<file path="config.mk">
export PLATFORM = sky130hd
export DESIGN_NAME = tts_cfg
export DESIGN_NICKNAME = d
export VERILOG_FILES = /design/src/tts_pkg.sv /design/src/tts_cfg.sv
export SDC_FILE = /design/constraint.sdc
export NUM_CORES = 1
export LEC_CHECK = 0
export ABC_CLOCK_PERIOD_IN_PS = 2500
export BUFFER_PORTS_ARGS = -buffer_cell sky130_fd_sc_hd__buf_2
export CAP_MARGIN = 25
export CORE_AREA = 2 2 129 94
export CTS_BUF_LIST = sky130_fd_sc_hd__clkbuf_8
export DETAILED_ROUTE_END_ITERATION = 8
export DIE_AREA = 0 0 131 96
export GPL_TIMING_DRIVEN = 1
export PLACE_DENSITY = 0.87
export SETUP_SLACK_MARGIN = 0.05
export SLEW_MARGIN = 5
export SYNTH_ARGS = -nofsm -noshare
export SYNTH_HDL_FRONTEND = slang
export SYNTH_SLANG_ARGS = --single-unit
</file>
<file path="constraint.sdc">
create_clock -name clk_i -period 2.5 [get_ports clk_i]
set_input_delay 0.375 -clock clk_i [delete_from_list [all_inputs] [get_ports clk_i]]
set_output_delay 0.375 -clock clk_i [all_outputs]
set_load 0.02 [all_outputs]
</file>
<file path="src/tts_pkg.sv">
// ----------------------------------------------------------------------------
// tts_pkg
// shared types and constants of the trigger time track
// ----------------------------------------------------------------------------
package tts_pkg;

  localparam int unsigned TTS_DEPTH = 64;
  localparam int unsigned TIME_W    = 64;
  localparam int unsigned APB_AW    = 4;
  localparam int unsigned APB_DW    = 64;

  // register select, taken from the address bit above the byte offset
  localparam logic REG_RANGE_LOW  = 1'b0;
  localparam logic REG_RANGE_HIGH = 1'b1;

  typedef enum logic [1:0] {
    OP_ADD = 2'd0,
    OP_UPD = 2'd1,
    OP_CLR = 2'd2
  } op_e;

  typedef enum logic [1:0] {
    STAT_OK   = 2'd0,
    STAT_DUP  = 2'd1,
    STAT_FULL = 2'd2
  } status_e;

  typedef enum logic [3:0] {
    S_IDLE,
    S_DISP,
    S_SRCH_RD,
    S_SRCH_CMP,
    S_SH_RD,
    S_SH_WR,
    S_INS,
    S_ADV_RD,
    S_ADV_CMP,
    S_DONE
  } state_e;

  typedef struct packed {
    logic [TIME_W-1:0] range_low;
    logic [TIME_W-1:0] range_high;
  } cfg_t;

endpackage

</file>
<file path="src/tts_cfg.sv">
// ----------------------------------------------------------------------------
// tts_cfg
// apb register file holding the inclusive update time range
// ----------------------------------------------------------------------------
module tts_cfg
  import tts_pkg::*;
(
  input  logic              clk_i,
  input  logic              rst_ni,
  input  logic              psel,
  input  logic              penable,
  input  logic              pwrite,
  input  logic [APB_AW-1:0] paddr,
  input  logic [APB_DW-1:0] pwdata,
  output logic [APB_DW-1:0] prdata,
  output logic              pready,
  output cfg_t              cfg_o
);

  logic [TIME_W-1:0] range_low_q, range_low_d;
  logic [TIME_W-1:0] range_high_q, range_high_d;
  logic              wr_en;
  logic              sel;

  // bits below bit 3 are the byte offset within a register
  assign sel    = paddr[3];
  assign wr_en  = psel & penable & pwrite;
  assign pready = 1'b1;

  always_comb begin
    range_low_d  = range_low_q;
    range_high_d = range_high_q;
    if (wr_en) begin
      if (sel == REG_RANGE_LOW) begin
        range_low_d = pwdata;
      end else begin
        range_high_d = pwdata;
      end
    end
  end

  always_ff @(posedge clk_i or negedge rst_ni) begin
    if (!rst_ni) begin
      range_low_q  <= '0;
      range_high_q <= '1;
    end else begin
      range_low_q  <= range_low_d;
      range_high_q <= range_high_d;
    end
  end

  assign prdata = (sel == REG_RANGE_LOW) ? range_low_q : range_high_q;

  assign cfg_o.range_low  = range_low_q;
  assign cfg_o.range_high = range_high_q;

  // low address bits only select a byte lane
  logic unused_addr;
  assign unused_addr = ^paddr[2:0];

endmodule

</file>
Word-level counts from Yosys, hierarchy flattened
Cells that the tools add are included.

operators by class
  bitwise operators = 3
  muxes and demuxes = 1
  reductions and logical operators = 2

operators with widths
  operator             number
  64-bit two-way mux   1
  2-bit AND reduction  2
  1-bit bitwise AND    2
  1-bit inverter       1

storage, ports and cells
  bits in registers = 128
  input port bits = 73

Logic depth before layout (Yosys ltp)
Gate-level depths: netlist of the first run.

  word-level depth = 3
  depth in mapped cells = 4
  gate-level depth less buffers = 2

Worst setup path after synthesis of the first run
No wires, ideal clock.

  path kind = input-to-output
  start = input paddr[3]
  end = output prdata[10]
  setup slack = 999 ps
  cell stages on the path = 3
  buffers on the path = 2
  arrival = 1126 ps
  cells stage by stage = buf_2 -> buf_4 -> mux2_2

on the way
  word-level cells in the longest chain between the ends = 1

ends and longest elaborated chain
  element             RTL line       text
  start: declaration  tts_cfg.sv:13  input logic [APB_AW-1:0] paddr,
  64-bit two-way mux  tts_cfg.sv:52  assign prdata = (sel == REG_RANGE_LOW) ? range_low_q : range_high_q;
  end: declaration    tts_cfg.sv:15  output logic [APB_DW-1:0] prdata,

No other way between the ends.

Worst setup path in the final report of the first run
  start = input paddr[3]
  end = output prdata[26]

The elaborated chain is that of the path after synthesis.

==> results of run 1 <==
[state kept, by name (all words and copies together), names as in the netlist]
name / flops
range_high_q: 64
range_low_q: 64
[cell families (layout without fill, tap and decap cells)]
| group | Yosys count | count (layout) |
|---|---|---|
| buffers and inverters | 21 | 300 |
| flip-flops | 128 | 128 |
| multiplexers | 192 | 192 |
| other | 1 | 1 |
| AND/OR/NAND/NOR | 2 | 2 |
[synth_stat cells, drive strengths merged]
cell type,n,area (um^2)
conb,1,3.75
nand4,1,21.3
dfrtp,64,1600
buf,21,163
dfstp,64,1680
nand4b,1,8.76
mux2,192,2390
[power by group through the flow]
stage | clock [mW] | sequential [mW] | combinational, mW
2_1_floorplan | 0 | 3.61 | 1.20
3_3_place_gp | 0 | 3.05 | 2.66
3_5_place_dp | 0 | 3.10 | 2.72
4_1_cts | 1.68 | 3.08 | 2.72
5_1_grt | 1.77 | 3.15 | 2.88
6_report | 1.63 | 3.08 | 2.70
[worst paths after layout]
kind,startpoint,end,slack (ns)
min in group asynchronous,rst_ni,range_low_q[3]$_DFFE_PN0P_,0.49
max in group asynchronous,rst_ni,range_high_q[31]$_DFFE_PN1P_,1.63
worst min-delay path,pwdata[11],range_high_q[11]$_DFFE_PN1P_,0.18
worst min register to register,range_low_q[16]$_DFFE_PN0P_,range_low_q[16]$_DFFE_PN0P_,0.53
worst max-delay path,paddr[3],prdata[26],0.57
worst max register to register,range_low_q[61]$_DFFE_PN0P_,range_low_q[61]$_DFFE_PN0P_,1.70
[layer usage]
layer,share of wire,routed length [um],GRT usage
met1,0.41,5820,0.272
met2,0.51,7110,0.371
met3,0.063,891,0.0589
met4,0.017,241,0.0833
met5,0,0,0
[critical path, cell delays in order]
cell and delay (ns):
buf_2 0.16, buf_4 0.43, mux2_2 0.40, buf_2 0.16
[metrics by stage]
stage | cells | util | total power, mW | hold WS [ns] | cell area, um^2
detailed placement | 748 | 0.646 | 5.82 | 0.409 | 7340
floorplan | 344 | - | 4.81 | 0.0794 | 5870
CTS | 780 | 0.679 | 7.48 | 0.160 | 7710
global route | 780 | 0.679 | 7.80 | 0.157 | 7710
global placement | 748 | 0.646 | 5.71 | 0.402 | 7340
finish | 780 | 0.679 | 7.41 | 0.185 | 7710
[layout by cell type (no fill, tap or decap)]
master         Yosys  layout
clkinvlp_4         0       5
clkinv_4           0       4
buf_2              7     260
clkinv_2           0       3
dfstp_2           64      64
mux2_1             5       5
clkbuf_8           0      18
conb_1             1       1
buf_12             0       6
buf_4              8       2
dfrtp_1           64      64
bufinv_16          0       1
mux2_2           127     127
mux2_4            60      60
nand4b_1           1       1
nand4_4            1       1
dlygate4sd3_1      0       1
[layout make-up]
class,instances,area [um^2],area share
sequential,128,3280,0.426
tap,157,196,0.0255
clock buffer,18,248,0.0321
timing repair buffer,269,1450,0.188
clock inverter,13,118,0.0152
multi-input combinational,195,2420,0.314
==> impl_metrics.tcl, run 1 <==
set metrics [dict create \
    outcome "finished, final reports clean" \
    cts_buffers 17 \
    yosys.area_share.simple 0.00512 \
    worstMarginPinSlew_ns 0.596 \
    comb_power_share 0.364 \
    syn_inst 344 \
    clkLatencyLatePin_ns 0.41 \
    synth_nets 417 \
    fp.dieW_um 131 \
    port_buffers 261 \
    root_buffer "clkbuf_8" \
    drt_pass1_iterations 4 \
    synth_top_family_by_area "multiplexers" \
    ir_worst_vdd_v 0.000588 \
    worstPathRequired_ns 2.12 \
    die-area_um2 12600 \
    gr-total-overflow 0 \
    yosys_warnings 0 \
    htreeDepth 4 \
    fin_ws_ns 0.572 \
    ios 266 \
    drt_iter0_drc 116 \
    cts.sinks 128 \
    die_h_um 96 \
    drive_gt1_frac 0.884 \
    pwr-share-seq 0.416 \
    synth_fa_ha_area_frac 0 \
    wire_per_inst_um 18.0 \
    cap_violations 0 \
    fin_setup_tns_ns 0 \
    hold_depth 2 \
    dp.final_hpwl_mm 9.92 \
    post-place-ws_ns 0.573 \
    sw_frac_of_total 0.367 \
    synth_cell_types 11 \
    leakage_nw 3.90 \
    start_util 0.517 \
    grt_pass1_vias 4019 \
    final-setup-viol-count 0 \
    cts.repair.resized 0 \
    syn_area_um2 5870 \
    reg2reg_depth 1 \
    grt_pass1_wl_mm 20.9 \
    fin_crit_ns 1.93 \
    ys_seq_area_frac 0.560 \
    syn_to_final_growth_pct 31.5 \
    num-fill-cells 791 \
    cts_hold_buf 1 \
    cts_setup_buffers 0 \
    timing.final.max_slew_violations 0 \
    avgSynthCellArea_um2 17.1 \
    grt_max_degree 71 \
    synth-xor-area-share 0 \
    via_per_inst 5.13 \
    worstSetupPathType "primary input to output pin" \
    wirelength_mm 14.1 \
    endpoint_kind "output pin" \
    synth.area.mux_share 0.407 \
    cts.path.max_buffers 2 \
    diodes 0 \
    fp.coreArea_um2 11400 \
    crit_path_max_fanout 35 \
    powerDensity_nw_per_um2 961 \
    nNetsFinal 684 \
    fin_skew_ns 0 \
    synth_compound_area_frac 0 \
    clkTransAtPathRegs_ns 0.07 \
    cts_tree "yes" \
    gp_congestion 0.737 \
    cp_data_arrival_time_ns 1.55 \
    drcViolationCount 0 \
    hold_viol_final 0 \
    clkPwrFrac 0.220 \
    relSlewSlack 0.602 \
    grt_usage 0.220 \
    fin_crit_sh 0.771 \
    crit_path_start_kind "primary input" \
    drtAntennaViolNets 0 \
    ys_ff_latch 128 \
    fmax_ghz 0.519 \
    p_int_mw 4.69 \
    rsz0062_at_grt "false" \
    antenna_found_initial 0 \
    switchingPower_mw 2.72 \
    placementRows 33 \
    vias 4001 \
    hold_class "primary input to flop" \
]
(Power assumes the default switching activity.)
==> run 2: changes to the inputs <==
--- a/config.mk
+++ b/config.mk
@@ -5,15 +5,15 @@
 export SDC_FILE = /design/constraint.sdc
 export NUM_CORES = 1
 export LEC_CHECK = 0
-export ABC_CLOCK_PERIOD_IN_PS = 2500
+export ABC_CLOCK_PERIOD_IN_PS = 1700
 export BUFFER_PORTS_ARGS = -buffer_cell sky130_fd_sc_hd__buf_2
 export CAP_MARGIN = 25
-export CORE_AREA = 2 2 129 94
+export CORE_AREA = 2 2 142 102
 export CTS_BUF_LIST = sky130_fd_sc_hd__clkbuf_8
 export DETAILED_ROUTE_END_ITERATION = 8
-export DIE_AREA = 0 0 131 96
+export DIE_AREA = 0 0 144 104
 export GPL_TIMING_DRIVEN = 1
-export PLACE_DENSITY = 0.87
+export PLACE_DENSITY = 0.77
 export SETUP_SLACK_MARGIN = 0.05
 export SLEW_MARGIN = 5
 export SYNTH_ARGS = -nofsm -noshare
==> constraint.sdc (replaced) <==
create_clock -name clk_i -period 1.7 [get_ports clk_i]
set_input_delay 0.255 -clock clk_i [delete_from_list [all_inputs] [get_ports clk_i]]
set_output_delay 0.255 -clock clk_i [all_outputs]
set_load 0.02 [all_outputs]
==> impl_metrics.tcl, run 2 (synthesis gave the netlist of run 1 again) <==
set metrics [dict create \
    outcome "finished, final reports clean" \
    fp.coreArea_um2 13600 \
    ir_worst_vdd_v 0.000674 \
    crit_path_start_kind "flop" \
    nNetsFinal 685 \
    fin_skew_ns 0 \
    gp_congestion 0.782 \
    cts.sinks 128 \
    fin_area_um2 7840 \
    wirelength_mm 13.3 \
    switchingPower_mw 3.94 \
    top_regs "range_high_q: 64 flops, range_low_q: 64 flops" \
    final-setup-viol-count 0 \
    wire_per_inst_um 16.3 \
    relSlewSlack 0.522 \
    p_int_mw 7.55 \
    timing.final.max_slew_violations 0 \
    fp.dieW_um 144 \
    rsz0062_at_grt "false" \
    start_util 0.430 \
    antenna_found_initial 0 \
    cts_setup_buffers 0 \
    worstPathRequired_ns 1.44 \
    grt_usage 0.174 \
    fin_setup_tns_ns 0 \
    die-area_um2 15000 \
    dp.final_hpwl_mm 9.40 \
    fmax_ghz 0.653 \
    syn_to_final_growth_pct 33.6 \
    cp_data_arrival_time_ns 1.28 \
    clkLatencyLatePin_ns 0.41 \
    crit_path_max_fanout 3 \
    hold_viol_final 0 \
    root_buffer "clkbuf_8" \
    clkPwrFrac 0.264 \
    cts.path.max_buffers 2 \
    cap_violations 0 \
    ios 266 \
    drive_gt1_frac 0.885 \
    die_h_um 104 \
    cts.repair.resized 0 \
    grt_pass1_vias 3993 \
    final_cell_mix "buf_2 (260), mux2_2 (127), dfstp_2 (64), dfrtp_1 (64), mux2_4 (60)" \
    grt_max_degree 67 \
    cts_tree "yes" \
    drt_iter0_drc 107 \
    powerDensity_nw_per_um2 1470 \
    worstSetupPathType "flop to output pin" \
    cts_buffers 17 \
    cts_hold_buf 1 \
    diodes 0 \
    worstMarginPinSlew_ns 0.717 \
    drcViolationCount 0 \
    fin_crit_ns 1.53 \
    vias 3932 \
    via_per_inst 4.83 \
    htreeDepth 4 \
    gr-total-overflow 0 \
    clkTransAtPathRegs_ns 0.07 \
    drt_pass1_iterations 4 \
    placementRows 36 \
    final_common_cell "buf_2" \
    endpoint_kind "output pin" \
    leakage_nw 3.94 \
    grt_pass1_wl_mm 20.6 \
    comb_power_share 0.342 \
    drtAntennaViolNets 0 \
    sw_frac_of_total 0.343 \
    pwr-share-seq 0.393 \
    hold_class "primary input to flop" \
    port_buffers 261 \
    fin_crit_sh 0.901 \
    placed_area_um2 7360 \
]
[run 2: cell types whose count changed in the layout (fill, tap and decap cells not counted)]
cell,delta
buf_12,-2
buf_4,+3
bufinv_16,+4
clkbuf_8,+1
clkinv_2,-3
clkinv_4,-1
clkinvlp_4,-2
inv_6,+1
[run 2: path summary, 6_finish.rpt]
path	start	end	slack, ns	cells after the start
min in group asynchronous	rst_ni	range_low_q[6]$_DFFE_PN0P_	0.37	3
setup reg to reg	range_low_q[46]$_DFFE_PN0P_	range_low_q[46]$_DFFE_PN0P_	0.90	1
hold reg to reg	range_low_q[48]$_DFFE_PN0P_	range_low_q[48]$_DFFE_PN0P_	0.53	1
max in group asynchronous	rst_ni	range_high_q[35]$_DFFE_PN1P_	0.95	3
setup / recovery	range_high_q[23]$_DFFE_PN1P_	prdata[23]	0.17	2
hold / removal	pwdata[39]	range_high_q[39]$_DFFE_PN1P_	0.07	2
[run 2: area by class of cell]
type,count,area [um^2]
clock buffers,19,262
clock inverters,12,208
fillers,1096,5810
multi-input cells,195,2420
flip-flops and latches,128,3280
well taps,190,238
repair buffers,270,1430
[run 2: metal layers]
metal	vias up	share of wire	global-route usage
li1	1764	-	-
met1	1993	0.43	0.223
met2	161	0.49	0.286
met3	14	0.063	0.0493
met4	0	0.012	0.0553
met5	-	0	0
[run 2: power by group through the flow]
stage / registers [mW] / logic [mW] / clock network [mW]
floorplan: 5.31 / 1.76 / 0
global placement: 4.50 / 3.92 / 0
detailed placement: 4.55 / 3.97 / 0
CTS: 4.52 / 3.98 / 3.13
global route: 4.62 / 4.17 / 3.27
finish: 4.52 / 3.93 / 3.04
[run 2: critical path, stage by stage (launching register included)]
cell,delay (ns)
dfstp_2,0.55
mux2_2,0.16
buf_2,0.16
[run 2: per-stage QoR]
stage	utilization	worst slack, ns	std cells	hold slack (ns)	total power, mW
final	0.574	0.168	814	0.0699	11.5
after global routing	0.574	0.0962	814	0.0369	12.1
after CTS	0.574	0.109	814	0.0353	11.6
after detailed placement	0.539	0.00801	782	0.300	8.51
after global placement	0.539	0.0547	782	0.293	8.42
after floorplan	-	0.439	344	-0.0406	7.07
==> run 3: changes to the inputs <==
--- a/config.mk
+++ b/config.mk
@@ -5,15 +5,15 @@
 export SDC_FILE = /design/constraint.sdc
 export NUM_CORES = 1
 export LEC_CHECK = 0
-export ABC_CLOCK_PERIOD_IN_PS = 1700
+export ABC_CLOCK_PERIOD_IN_PS = 1600
 export BUFFER_PORTS_ARGS = -buffer_cell sky130_fd_sc_hd__buf_2
 export CAP_MARGIN = 25
-export CORE_AREA = 2 2 142 102
+export CORE_AREA = 2 2 134 97
 export CTS_BUF_LIST = sky130_fd_sc_hd__clkbuf_8
 export DETAILED_ROUTE_END_ITERATION = 8
-export DIE_AREA = 0 0 144 104
+export DIE_AREA = 0 0 136 99
 export GPL_TIMING_DRIVEN = 1
-export PLACE_DENSITY = 0.77
+export PLACE_DENSITY = 0.82
 export SETUP_SLACK_MARGIN = 0.05
 export SLEW_MARGIN = 5
 export SYNTH_ARGS = -nofsm -noshare
==> constraint.sdc (replaced) <==
create_clock -name clk_i -period 1.6 [get_ports clk_i]
set_input_delay 0.24 -clock clk_i [delete_from_list [all_inputs] [get_ports clk_i]]
set_output_delay 0.24 -clock clk_i [all_outputs]
set_load 0.02 [all_outputs]
==> impl_metrics.tcl, run 3 (synthesis gave the netlist of run 1 again) <==
set metrics [dict create \
    outcome "finished, final reports clean" \
    leakage_nw 4.21 \
    wire_per_inst_um 18.1 \
    critPathMaxStageDelay_ns 0.42 \
    grt_pass1_wl_mm 21.4 \
    min_from "pwdata[12]" \
    drive_gt1_frac 0.885 \
    fin_crit_sh 0.947 \
    gr-total-overflow 0 \
    diodes 0 \
    final_common_cell "buf_2" \
    hold_class "primary input to flop" \
    ios 266 \
    die-area_um2 13500 \
    gp_congestion 0.783 \
    drtAntennaViolNets 0 \
    port_buffers 261 \
    dp.final_hpwl_mm 10.1 \
    fin_crit_ns 1.52 \
    hold_end "range_high_q[12]$_DFFE_PN1P_" \
    fp.coreArea_um2 12200 \
    final_cell_mix "buf_2 (204), mux2_2 (115), mux2_4 (72), dfstp_2 (64), dfrtp_1 (64)" \
    worstSetupPathType "flop to output pin" \
    cap_violations 0 \
    num-fill-cells 848 \
    timing.final.max_slew_violations 0 \
    syn_to_final_growth_pct 41.4 \
    powerDensity_nw_per_um2 1500 \
    vias 4095 \
    path_cells "mux2_2 -> buf_2" \
    wirelength_mm 14.7 \
    placementRows 34 \
    antenna_found_initial 0 \
    cp_data_arrival_time_ns 1.28 \
    grt_max_degree 63 \
    crit_path_max_fanout 3 \
    worstPathRequired_ns 1.36 \
    via_per_inst 5.04 \
    fin_skew_ns 0 \
    worst_path_max_delay_cell "dfrtp_1" \
    clkLatencyLatePin_ns 0.41 \
    start_util 0.482 \
    grt_pass1_vias 4132 \
    timing.rr.end "range_low_q[59]$_DFFE_PN0P_" \
    clkTransAtPathRegs_ns 0.07 \
    fp.dieW_um 136 \
    grt_usage 0.206 \
    placed_area_um2 7400 \
    reg2reg_depth 2 \
    reg2reg_from "range_low_q[59]$_DFFE_PN0P_" \
    hold_viol_final 0 \
    hold_depth 2 \
    cts_buffers 17 \
    utilization 0.682 \
    reg2reg_slack_ns 0.66 \
    top_regs "range_high_q: 64 flops, range_low_q: 64 flops" \
    die_h_um 99 \
    final-setup-viol-count 0 \
    htreeDepth 4 \
    fmax_ghz 0.660 \
    cts.sinks 128 \
    crit_path_start_kind "flop" \
    timing.critical_path.buf_inv 1 \
    root_buffer "clkbuf_8" \
    cts_tree "yes" \
    critPathTopFamily "flip-flops" \
    post-place-ws_ns -0.0116 \
    fin_area_um2 8300 \
    endpoint_kind "output pin" \
    crit_cells 2 \
    cts.path.max_buffers 2 \
    rsz0062_at_grt "true" \
    drcViolationCount 0 \
    drt_iter0_drc 142 \
    nNetsFinal 712 \
    fin_ws_ns 0.0845 \
    drt_pass1_iterations 5 \
    ir_worst_vdd_v 0.000787 \
]
-- run 3: worst max-delay path by stage --
stage / from / slack [ns] / endpoint
floorplan: paddr[3] / 0.37 / prdata[10]
global placement: paddr[3] / 0.02 / range_low_q[26]$_DFFE_PN0P_
detailed placement: paddr[3] / -0.01 / range_low_q[24]$_DFFE_PN0P_
CTS: range_high_q[8]$_DFFE_PN1P_ / 0.05 / prdata[8]
global route: range_high_q[17]$_DFFE_PN1P_ / 0.03 / prdata[17]
finish: range_low_q[56]$_DFFE_PN0P_ / 0.08 / prdata[56]
-- run 3: what timing repair did --
item | CTS | global route
hold buffers | 1 | 0
resized for setup | 11 | 94
setup buffers | 2 | 22
endpoints found under the hold margin | 70 | 0
setup endpoints to repair | 11 | 57
-- run 3: layout make-up --
class / count / area [um^2] / area share
multi-input cells: 195 / 2470 / 0.297
clock inverters: 14 / 153 / 0.0184
repair buffers: 297 / 1960 / 0.236
well taps: 162 / 203 / 0.0244
flip-flops and latches: 128 / 3280 / 0.396
clock buffers: 17 / 234 / 0.0282
-- run 3: worst register-to-register path, delay by kind of cell, from the launching register on --
family                 cells  cell delay (ns)
buffers and inverters      1             0.16
DFF                        1             0.41
muxes                      1             0.26
-- run 3: metrics by stage --
step	power, mW	hold slack, ns	setup TNS (ns)	instances
finish	12.5	0.0465	0	813
global route	13.1	0.0191	0	813
CTS	12.0	0.0108	0	791
detailed placement	9.10	0.112	-0.111	757
global placement	8.96	0.104	0	757
floorplan	7.51	-0.0556	0	344
-- run 3: per-layer routing --
layer  share of wire  track usage  vias up  routed length (um)
li1                -            -     1823                   -
met1            0.41        0.253     2085                6050
met2            0.51        0.353      170                7500
met3           0.070       0.0633       17                1030
met4           0.010       0.0601        0                 151
met5               0            0        -                   0
-- run 3: where the power goes --
group	switching (mW)	internal, mW
sequential	0.598	4.22
clock	1.25	1.50
combinational	2.50	2.40
